`src/rtl/core/bstex_pkg.sv`:
```
`default_nettype none
package bstex_pkg;

	localparam int CFG_W = 9;
	localparam int CFG_IDX_W = 2;

	typedef enum logic [CFG_IDX_W-1:0] {
		REG_TEX_WIDTH  = 2'd0,
		REG_TEX_HEIGHT = 2'd1,
		REG_HAS_ALPHA  = 2'd2
	} cfg_reg_t;

	localparam logic OP_WRITE = 1'b0;
	localparam logic OP_SAMPLE = 1'b1;

	localparam int STAGES = 7;
	localparam int WGT_W = 33;
	localparam int PROD_W = 49;

	typedef struct packed {
		logic [STAGES:1] go;
		logic            mem_we;
	} pipe_ctl_t;

	typedef logic [15:0] rom_t [256];

	// srgb decode scaled to 16 bits: linear segment by rounded division, the rest found by exact integer search
	function automatic rom_t build_rom();
		logic [319:0] base;
		logic [319:0] rhs;
		logic [319:0] lhs;
		logic [16:0]  lo;
		logic [16:0]  hi;
		logic [16:0]  mid;
		rom_t         r;
		base = 320'd1;
		for (int k = 0; k < 12; k++) base = base * 320'd10761;
		for (int i = 0; i < 256; i++) begin
			if (i <= 10) begin
				r[i] = 16'((1310700 * i + 32946) / 65892);
			end else begin
				rhs = 320'd1;
				for (int k = 0; k < 12; k++) rhs = rhs * 320'(40 * i + 561);
				for (int k = 0; k < 5; k++) rhs = rhs * 320'd131070;
				lo = 17'd0;
				hi = 17'd65535;
				while (lo < hi) begin
					mid = (lo + hi + 17'd1) >> 1;
					lhs = base;
					for (int k = 0; k < 5; k++) lhs = lhs * (320'(mid) * 320'd2 - 320'd1);
					if (lhs <= rhs) lo = mid;
					else hi = mid - 17'd1;
				end
				r[i] = lo[15:0];
			end
		end
		return r;
	endfunction

	localparam rom_t SRGB_ROM = build_rom();

endpackage
`default_nettype wire

```
`src/rtl/core/bstex_coord.sv`:
```
`default_nettype none
module bstex_coord #(
	parameter int SIDE_W = 9,
	parameter int ADDR_W = 16
) (
	input  wire logic                  clk,
	input  wire bstex_pkg::pipe_ctl_t  ctl,
	input  wire logic [SIDE_W-1:0]     w,
	input  wire logic [SIDE_W-1:0]     h,
	input  wire logic                  alpha_en,
	input  wire logic                  opcode,
	input  wire logic [15:0]           texel_index,
	input  wire logic [7:0]            texel_red,
	input  wire logic [7:0]            texel_green,
	input  wire logic [7:0]            texel_blue,
	input  wire logic [7:0]            texel_alpha,
	input  wire logic signed [31:0]    coord_u,
	input  wire logic signed [31:0]    coord_v,
	output logic                       wr_s3,
	output logic [ADDR_W-1:0]          waddr_s3,
	output logic [31:0]                wdata_s3,
	output logic [3:0][ADDR_W-1:0]     raddr_s3,
	output logic [15:0]                wu_s3,
	output logic [15:0]                wv_s3
);
	localparam int SU_W = 17 + SIDE_W;

	logic                wr_s1, wr_s2;
	logic [ADDR_W-1:0]   waddr_s1, waddr_s2;
	logic [31:0]         wdata_s1, wdata_s2;
	logic [SU_W-1:0]     su_s1, sv_s1;
	logic [SIDE_W-1:0]   x0_s2, x1_s2, y0_s2, y1_s2;
	logic [15:0]         wu_s2, wv_s2;

	logic [31:0]         idx_ext;
	logic [16:0]         fv;
	logic [SIDE_W:0]     tu, tv;
	logic [SIDE_W-1:0]   x0, x1, y0, y1;
	logic [47:0]         row0, row1;
	logic [47:0]         a00, a10, a01, a11;

	assign idx_ext = 32'(texel_index);
	assign fv = 17'h10000 - 17'(coord_v[15:0]);

	// stage 1: scale fractions by texture size
	always_ff @(posedge clk) begin
		if (ctl.go[1]) begin
			wr_s1    <= (opcode == bstex_pkg::OP_WRITE);
			waddr_s1 <= idx_ext[ADDR_W-1:0];
			wdata_s1 <= {alpha_en ? texel_alpha : 8'hff, texel_blue, texel_green, texel_red};
			su_s1    <= SU_W'(coord_u[15:0]) * SU_W'(w) + SU_W'(32'd32768);
			sv_s1    <= SU_W'(fv) * SU_W'(h) + SU_W'(32'd32768);
		end
	end

	// stage 2: repeat wrap of the four neighbours
	assign tu = su_s1[SU_W-1:16];
	assign tv = sv_s1[SU_W-1:16];
	assign x0 = (tu == '0) ? w - SIDE_W'(1) : SIDE_W'(tu - (SIDE_W+1)'(1));
	assign y0 = (tv == '0) ? h - SIDE_W'(1) : SIDE_W'(tv - (SIDE_W+1)'(1));
	assign x1 = (x0 == w - SIDE_W'(1)) ? '0 : x0 + SIDE_W'(1);
	assign y1 = (y0 == h - SIDE_W'(1)) ? '0 : y0 + SIDE_W'(1);

	always_ff @(posedge clk) begin
		if (ctl.go[2]) begin
			wr_s2    <= wr_s1;
			waddr_s2 <= waddr_s1;
			wdata_s2 <= wdata_s1;
			x0_s2    <= x0;
			x1_s2    <= x1;
			y0_s2    <= y0;
			y1_s2    <= y1;
			wu_s2    <= su_s1[15:0];
			wv_s2    <= sv_s1[15:0];
		end
	end

	// stage 3: row-major addresses
	assign row0 = 48'(y0_s2) * 48'(w);
	assign row1 = 48'(y1_s2) * 48'(w);
	assign a00 = row0 + 48'(x0_s2);
	assign a10 = row0 + 48'(x1_s2);
	assign a01 = row1 + 48'(x0_s2);
	assign a11 = row1 + 48'(x1_s2);

	always_ff @(posedge clk) begin
		if (ctl.go[3]) begin
			wr_s3       <= wr_s2;
			waddr_s3    <= waddr_s2;
			wdata_s3    <= wdata_s2;
			raddr_s3[0] <= a00[ADDR_W-1:0];
			raddr_s3[1] <= a10[ADDR_W-1:0];
			raddr_s3[2] <= a01[ADDR_W-1:0];
			raddr_s3[3] <= a11[ADDR_W-1:0];
			wu_s3       <= wu_s2;
			wv_s3       <= wv_s2;
		end
	end

endmodule
`default_nettype wire

```
`config.mk`:
```
export PLATFORM = sky130hd
export DESIGN_NAME = bstex_coord
export DESIGN_NICKNAME = d
export VERILOG_FILES = /design/src/rtl/core/bstex_pkg.sv /design/src/rtl/core/bstex_coord.sv
export SDC_FILE = /design/constraint.sdc
export NUM_CORES = 1
export LEC_CHECK = 0
export BUFFER_PORTS_ARGS = -buffer_cell sky130_fd_sc_hd__buf_4
export CORE_ASPECT_RATIO = 2
export CORE_UTILIZATION = 61
export DETAILED_ROUTE_END_ITERATION = 10
export PLACE_DENSITY = 0.93
export SLEW_MARGIN = 20
export SYNTH_ARGS = -nofsm -noshare
export SYNTH_HDL_FRONTEND = slang
export SYNTH_SLANG_ARGS = --single-unit
```
`constraint.sdc`:
```
create_clock -name clk -period 8.9 [get_ports clk]
set_clock_uncertainty 0.15 [all_clocks]
set_input_delay 1.78 -clock clk [delete_from_list [all_inputs] [get_ports clk]]
set_output_delay 1.78 -clock clk [all_outputs]
set_load 0.01 [all_outputs]
```
-- Word-level counts from Yosys, hierarchy flattened
Index checks and enable logic that the tools add are counted.
- input port bits: 141
- output and inout port bits: 145
- logic and storage cells: 48
- flip-flop bits (word level): 363
- bitwise operators: 1
- multiply operators: 4
- reduce and logical (&&, ||, !) cells: 2
- equal/unequal tests: 2
- $add $sub $neg: 13
- mux-type cells: 2
- operators with widths (cell ; count):
    $add A16 B9 Y16 ; 4
    $sub A9 B1 Y9 const B ; 4
    $mul A9 B9 Y16 ; 2
    $add A25 B16 Y26 const B ; 1
    $add A26 B16 Y26 const B ; 1
    $mul A17 B9 Y26 ; 1
    $mul A16 B9 Y25 ; 1
    $logic_not A10 Y1 ; 2
    $add A9 B1 Y9 const B ; 2
    $eq A9 B9 Y1 ; 2
    $mux W9 ; 2
    $sub A17 B16 Y17 const A ; 1
    $not A1 Y1 ; 1

-- Logic depth before layout (Yosys ltp)
Gate-level depths: netlist (run 1).
- depth after elaboration: 3
- gate-level depth with buffers: 24
- mapped depth without buffers: 23

-- Worst setup path after synthesis (run 1)
Ideal clock, no wire load.
- path kind: input to register
- start: in coord_v[0]
- end: reg sv_s1[23], data pin
- data required time: 8488 ps
- setup slack: 1097 ps
- arrival: 7391 ps
- library setup time: 262 ps
- buffers on the path: 1
- stages on the path: 24
- cells stage by stage: clkbuf_1 > inv_1 > ha_1 > nand2_1 > or4_1 > nor2_1 > xnor2_1 > nand2_1 > fa_1 > inv_1 > fa_1 > inv_1 > fa_1 > inv_1 > fa_1 > ha_1 > ha_1 > and2_1 > nand4_1 > o221ai_1 > a221o_1 > a21boi_0 > o21bai_1 > xor2_1
- word-level cells in the longest chain between the ends: 3
- ends and longest elaborated chain (element ; RTL line ; source):
    start, declared ; bstex_coord.sv:18 ; input wire logic signed [31:0] coord_v,
    $sub A17 B16 Y17 ; bstex_coord.sv:43 ; assign fv = 17'h10000 - 17'(coord_v[15:0]);
    $mul A17 B9 Y26 ; bstex_coord.sv:52 ; sv_s1 <= SU_W'(fv) * SU_W'(h) + SU_W'(32'd32768);
    $add A26 B16 Y26 ; bstex_coord.sv:52 ;
    end signal, assigned ; bstex_coord.sv:52 ;
    end, declared ; bstex_coord.sv:31 ; logic [SU_W-1:0] su_s1, sv_s1;
No other way between the ends.
A chain may end at the register's enable or synchronous reset.

-- Worst setup path in the final report (run 1)
- start: in coord_v[2]
- end: reg sv_s1[23], data pin
The elaborated chain is that of the path after synthesis.

==> results_dict.tcl, run 1 <==
set metrics [dict create \
    synth_sequential_area_ratio_pct 38.1 \
    final.period_utilization_pct 89.3 \
    tritoncts "built" \
    worst_pin_slew_ns 0.916 \
    cts.htree.levels 1 \
    post_route_cells_drive_above_1_share_pct 12.1 \
    grt_overflow 0 \
    worstReg2RegStart "y0_s2[1]$_DFFE_PP_" \
    final_period_minus_worst_setup_slack_ns 7.95 \
    floorplan.io_pins 286 \
    floorplan.initialDensity_pct 62.0 \
    worst_hold_check_path_type "reg2reg" \
    hold_path_end "wv_s3[0]$_DFFE_PP_" \
    synth_edf_count 363 \
    tns_ns 0 \
    maximum_number_of_pins_on_one_net_before_global_route_repair 77 \
    dieHeight_um 308 \
    timing.max_slew.rel_slack_pct 38.5 \
    insertion_delay_ns 0.65 \
    number_of_cts_inserted_buffers 31 \
    dr_total_vias 19500 \
    drt-total-wl_um 64600 \
    final-max-slew-violation-count 0 \
    post_cts_resized 0 \
    grt_use_total_pct 27.9 \
    syn-num-nets 3213 \
    synth_area_leaders "edfxtp_1 38%, fa_1 22%, ha_1 10%, inv_1 5.0%, and2_1 4.3%" \
    worstSetupPathType "in2reg" \
    reg2reg_setup_slack_ns 3.23 \
    yosys.area.top_type "edfxtp_1" \
    ctsLongestPathBuffers 3 \
    hold-path-cell-count 0 \
    grt_setup_unrepaired "no" \
    worst_ep_arrival_time_ns 8.18 \
    place_congestion 0.934 \
    synthDominantCellAreaShare_pct 38.1 \
    critical_path_peak_fanout 9 \
    holdCritStartpoint "wv_s2[0]$_DFFE_PP_" \
    drv_cap 0 \
    grt_first_pass_wirelength_um 103000 \
    drt_drc_violations_left 0 \
    post_synthesis_register_bit_count 363 \
    drt_iter0_markers 1093 \
    cts-root-buf "clkbuf_16" \
    finalNetCount 3423 \
    routedWlPerCell_um 19.1 \
    crit-reg2reg-capture "raddr_s3[14]$_DFFE_PP_" \
    cts_hold_buffers 0 \
    initial_antenna_violation_count 3 \
    timing.critical_path.from_type "input port" \
    run_status "finished, final reports clean" \
    synthCells 2526 \
    setup.worst_path.end_class "flip-flop" \
    cts.clk_slew.worst_paths_ns 0.09 \
    timing_hold_violations_final 0 \
    first_global_vias 20900 \
    die_w_um 155 \
    ys_warn_count 0 \
    avgSynthCellArea_sq_um 11.3 \
    detail_route_antenna_nets 0 \
    detailedRoute.firstPassIterationCount 6 \
    die_footprint_sq_mm 0.0478 \
    ys_types 69 \
    fmax_mhz 126 \
    worst-r2r-cell-count 17 \
    postCtsSetupBuffers 0 \
    ys.flop_type "edfxtp_1" \
    place.port_buffers 248 \
    dp_hpwl_um 49900 \
    setup-violations-final 0 \
    postSynth.asyncResetShare_pct 0 \
    num_rows 111 \
    design.core.area_sq_mm 0.0461 \
    areaGrowthSynthToFinish_pct 12.3 \
    required_ns 9.14 \
    cell_area_after_synthesis_sq_mm 0.0286 \
    clock-sinks 363 \
    detail_route.vias_per_cell 5.75 \
]
[sequential cells by signal (all words and copies together), names as in the netlist, 16 cells and up]
name	cells
wdata_s3	32
raddr_s3	64
sv_s1	26
waddr_s1	16
wu_s3	16
wv_s2	16
wu_s2	16
waddr_s3	16
wdata_s1	32
wv_s3	16
su_s1	26
wdata_s2	32
waddr_s2	16
[worst max path at each step]
| stage | end | startpoint | slack, ns | cells past startpoint |
|---|---|---|---|---|
| final | sv_s1[23]$_DFFE_PP_ | coord_v[2] | 0.95 | 20 |
| after detailed placement | sv_s1[23]$_DFFE_PP_ | coord_v[2] | 0.38 | 20 |
| after CTS | sv_s1[23]$_DFFE_PP_ | coord_v[2] | 1.0 | 20 |
| after global routing | sv_s1[23]$_DFFE_PP_ | coord_v[2] | 0.67 | 20 |
| after global placement | sv_s1[23]$_DFFE_PP_ | coord_v[2] | 0.65 | 20 |
| after floorplan | sv_s1[23]$_DFFE_PP_ | coord_v[0] | 1.10 | 24 |
[logic make-up (layout without fill, tap and decap cells)]
family                     count (synthesis)  in the layout  share of synthesized area, %
AOI/OAI and AO/OA                        221            221                          5.09
xor gates and xnor gates                 178            178                          5.45
adders and majority gates                546            546                          32.0
buffers and inverters                    467            701                          6.16
DFF                                      363            363                          38.1
muxes                                     14             14                         0.499
other                                      0              2                             0
and+or+nand+nor                          737            737                          12.7
[layout by cell type, fill, tap and decap left out, types with 6 or more instances in the layout]
cell type	n
clkinv_2	6
o21bai_1	6
ha_1	238
nor4_1	14
clkbuf_16	31
nand4_1	10
nor3b_1	6
inv_1	382
buf_4	261
nor3_1	31
nand2_1	319
edfxtp_1	363
a211oi_1	11
xnor2_1	123
o21a_1	17
nor2_1	76
fa_1	308
and3_1	7
a21o_1	28
nand2b_1	14
nor2b_1	10
nand3_1	17
xor2_1	55
or3_1	15
o21ai_0	42
and2_1	196
a21oi_1	64
mux2i_1	12
[per-layer routing]
metal	GRT usage, %	vias up	share of wire [%]
met1	27.1	9652	32
met4	17.2	4	6.0
li1	-	8682	-
met5	0	-	0.050
met3	3.29	254	5.2
met2	54.7	866	56
[through the flow]
stage	hold WS, ns	instances	instance area (sq um)	utilization [%]	worst slack, ns
3_5_place_dp	0.255	3324	31000	67.3	0.382
5_1_grt	0.258	3382	32100	69.7	0.674
3_3_place_gp	0.250	3324	31000	67.3	0.646
4_1_cts	0.236	3381	32100	69.7	0.997
6_report	0.243	3383	32100	69.7	0.952
2_1_floorplan	0.250	2526	28600	-	1.10
[worst max-delay path: stages]
cell      delay [ns]
buf_4           0.13
nor4_1          0.40
nand2_1         0.20
or4_1           0.57
nor4_1          0.26
xnor2_1         0.42
nand2_1         0.18
fa_1            0.56
inv_1           0.06
fa_1            0.48
fa_1            0.56
fa_1            0.42
ha_1            0.31
ha_1            0.36
a21o_1          0.20
a21o_1          0.20
a221o_1         0.43
a21boi_0        0.34
o21bai_1        0.16
xor2_1          0.16
[synth_stat cells, drive strengths merged, types with 6 or more instances]
cell type  instances
and3               7
clkbuf            67
nor2b             10
ha               238
edfxtp           363
nor4              17
fa               308
mux2i             12
inv              382
buf               18
nor3              31
o21ai             42
nand2            319
o21a              17
o21bai             6
nand2b            14
a21o              28
xnor2            123
and2             197
nand3             18
a211oi            11
xor2              55
nand4             10
nor3b              6
or3               15
nor2              76
a21oi             64
[area by class of cell]
| class | instances | area [sq um] |
|---|---|---|
| Timing Repair Buffer | 262 | 1970 |
| Clock inverter | 25 | 323 |
| Multi-Input combinational cell | 1696 | 15900 |
| Fill cell | 3128 | 14000 |
| Sequential cell | 363 | 10900 |
| Tap cell | 621 | 777 |
| Inverter | 382 | 1430 |
| Antenna cell | 2 | 5.00 |
| Clock buffer | 32 | 779 |
Power of run 1 is left out: the tool's default activity adds up to more than one toggle a clock period on the data nets, which glitch-free logic cannot reach.
==> run 2: changes to the inputs <==
ABC_AREA = 1   (was default)
CORE_UTILIZATION = 62   (was 61)
PLACE_DENSITY = 0.94   (was 0.93)
==> results_dict.tcl, run 2 <==
set metrics [dict create \
    synth_edf_count 363 \
    tritoncts "built" \
    worst_hold_check_path_type "reg2reg" \
    grt_setup_unrepaired "no" \
    floorplan.io_pins 286 \
    grt_first_pass_wirelength_um 123000 \
    die_footprint_sq_mm 0.0503 \
    drt_drc_violations_left 0 \
    hold_path_end "wv_s2[7]$_DFFE_PP_" \
    worst_pin_slew_ns 0.853 \
    synth_area_leaders "edfxtp_1 36%, fa_1 20%, nand2_1 10%, ha_1 9.7%, inv_1 8.5%" \
    ys_types 46 \
    number_of_cts_inserted_buffers 30 \
    cts.htree.levels 1 \
    dr_total_vias 23500 \
    tns_ns 0 \
    timing.critical_path.from_type "input port" \
    reg2reg_setup_slack_ns 3.00 \
    layout_common_cells "837 x nand2_1, 693 x inv_1, 363 x edfxtp_1" \
    worst_ep_arrival_time_ns 7.76 \
    setup-violations-final 0 \
    post_cts_resized 0 \
    cts-root-buf "clkbuf_16" \
    avgSynthCellArea_sq_um 9.29 \
    num_rows 114 \
    floorplan.initialDensity_pct 63.1 \
    fmax_mhz 132 \
    postCtsSetupBuffers 0 \
    cell_area_after_synthesis_sq_mm 0.0306 \
    place_congestion 0.988 \
    yosys.area.top_type "edfxtp_1" \
    drv_cap 0 \
    critical-path-max-stage-delay_ns 0.58 \
    final.period_utilization_pct 84.9 \
    cts_hold_buffers 0 \
    drt_iter0_markers 1564 \
    detailedRoute.firstPassIterationCount 6 \
    synth_sequential_area_ratio_pct 35.6 \
    initial_antenna_violation_count 1 \
    library_cell_appearing_most_often_on_the_critical_path "fa_1" \
    critical_path_peak_fanout 10 \
    run_status "finished, final reports clean" \
    hold-path-cell-count 0 \
    worst-r2r-cell-count 21 \
    synthSimpleGateAreaFrac_pct 18.1 \
    ys_warn_count 0 \
    crit_chain "buf_4, inv_2, ha_1, nand2_1, nor2_1, nand2_1, nor4_1, nand4_1, nor2_1, nand4_1, fa_1, fa_1, inv_1, fa_1, inv_1, fa_1, inv_1, ha_1, ha_1, nand2_1, nor4_1, nand3_1, nand3_1, xor2_1" \
    dp_hpwl_um 62200 \
    place.port_buffers 248 \
    first_global_vias 25200 \
    drt-total-wl_um 78300 \
    routedWlPerCell_um 18.8 \
    final_period_minus_worst_setup_slack_ns 7.55 \
    detail_route_antenna_nets 0 \
    timing.max_slew.rel_slack_pct 43.2 \
    timing_hold_violations_final 0 \
    largest_register_ffs 64 \
    synth_top_family_by_area "adder cells" \
    synth.cells.most_frequent "837 x nand2_1, 693 x inv_1, 363 x edfxtp_1, 308 x fa_1, 238 x ha_1" \
    syn-num-nets 3984 \
    post_synthesis_register_bit_count 363 \
    yosys-mux-area-fraction_pct 0 \
    design.core.area_sq_mm 0.0485 \
    postSynth.asyncResetShare_pct 0 \
    post_synth_xor_area_fraction_pct 3.26 \
    worstReg2RegStart "y0_s2[4]$_DFFE_PP_" \
    required_ns 9.10 \
    detail_route.vias_per_cell 5.64 \
    largest_register "raddr_s3" \
    maximum_number_of_pins_on_one_net_before_global_route_repair 75 \
    cts.clk_slew.worst_paths_ns 0.07 \
    setup.worst_path.end_class "flip-flop" \
    post_route_cells_drive_above_1_share_pct 10.4 \
    finalNetCount 4179 \
    ys.flop_type "edfxtp_1" \
    synth_compound_area_share_pct 3.31 \
    insertion_delay_ns 0.60 \
    dieHeight_um 316 \
    ctsLongestPathBuffers 3 \
    final_util_pct 70.0 \
    mostFrequentLayoutCell "nand2_1" \
    die_w_um 159 \
    crit-reg2reg-capture "raddr_s3[12]$_DFFE_PP_" \
    final-max-slew-violation-count 0 \
    yosys.cell_count.top_type "nand2_1" \
    synth_adder_area_share_pct 29.9 \
    clock-sinks 363 \
    grt_use_total_pct 32.0 \
    crit_slowest_cell "fa_1" \
    synthCells 3297 \
    worstSetupPathType "in2reg" \
    grt_overflow 0 \
    synthDominantCellAreaShare_pct 35.6 \
    areaGrowthSynthToFinish_pct 10.8 \
    holdCritStartpoint "sv_s1[7]$_DFFE_PP_" \
]
[run 2: cell count changes after synthesis, moves of 23 or more]
cell,change
nand4_1,+36
nand2_1,+518
nor3_1,-23
xnor2_1,-90
inv_1,+311
and2_1,-194
nand3_1,+124
xor2_1,+26
nor2_1,+117
[run 2: final cells by class]
cell class / count / area [sq um]
Multi-Input combinational cell: 2141 / 16700
Fill cell: 3574 / 14600
Sequential cell: 363 / 10900
Inverter: 702 / 2640
Timing Repair Buffer: 254 / 1910
Tap cell: 638 / 798
Clock buffer: 37 / 777
Clock inverter: 18 / 191
Antenna cell: 3 / 7.51
[run 2: worst max-delay path by stage]
stage          startpoint                  end  slack, ns
4_1_cts        coord_v[0]  sv_s1[23]$_DFFE_PP_       1.41
5_1_grt        coord_v[0]  sv_s1[23]$_DFFE_PP_       0.97
3_5_place_dp   coord_v[0]  sv_s1[23]$_DFFE_PP_       0.79
6_report       coord_v[0]  sv_s1[23]$_DFFE_PP_       1.35
2_1_floorplan  coord_v[0]  sv_s1[21]$_DFFE_PP_       1.71
3_3_place_gp   coord_v[0]  sv_s1[21]$_DFFE_PP_       0.89
[run 2: cells by family after synthesis]
logic type	after synthesis
AO/OA/AOI/OAI	179
AND/OR/NAND/NOR	1302
XOR/XNOR	114
flip-flops	363
adder cells (fa/ha/maj)	546
buffers and inverters	793
[run 2: through the flow]
step / cells / hold WS, ns / cell area, sq um / setup slack [ns]
finish: 4156 / 0.266 / 33900 / 1.35
global route: 4153 / 0.266 / 33900 / 0.966
CTS: 4153 / 0.264 / 33900 / 1.41
detailed placement: 4098 / 0.255 / 32900 / 0.789
global placement: 4098 / 0.250 / 32900 / 0.887
floorplan: 3297 / 0.250 / 30600 / 1.71
[run 2: critical path: cells and delay by family]
family                   cells  cell delay (ns)
XOR/XNOR                     1             0.06
AND/OR/NAND/NOR             11             2.52
adder cells (fa/ha/maj)      7             3.00
buffers and inverters        5             0.39
[run 2: layer usage]
layer	wire length [um]	track usage, %
met5	0	0
met3	4600	3.95
met2	43200	62.8
met4	7110	27.1
met1	23400	28.5
Power of run 2 is left out for the same reason.
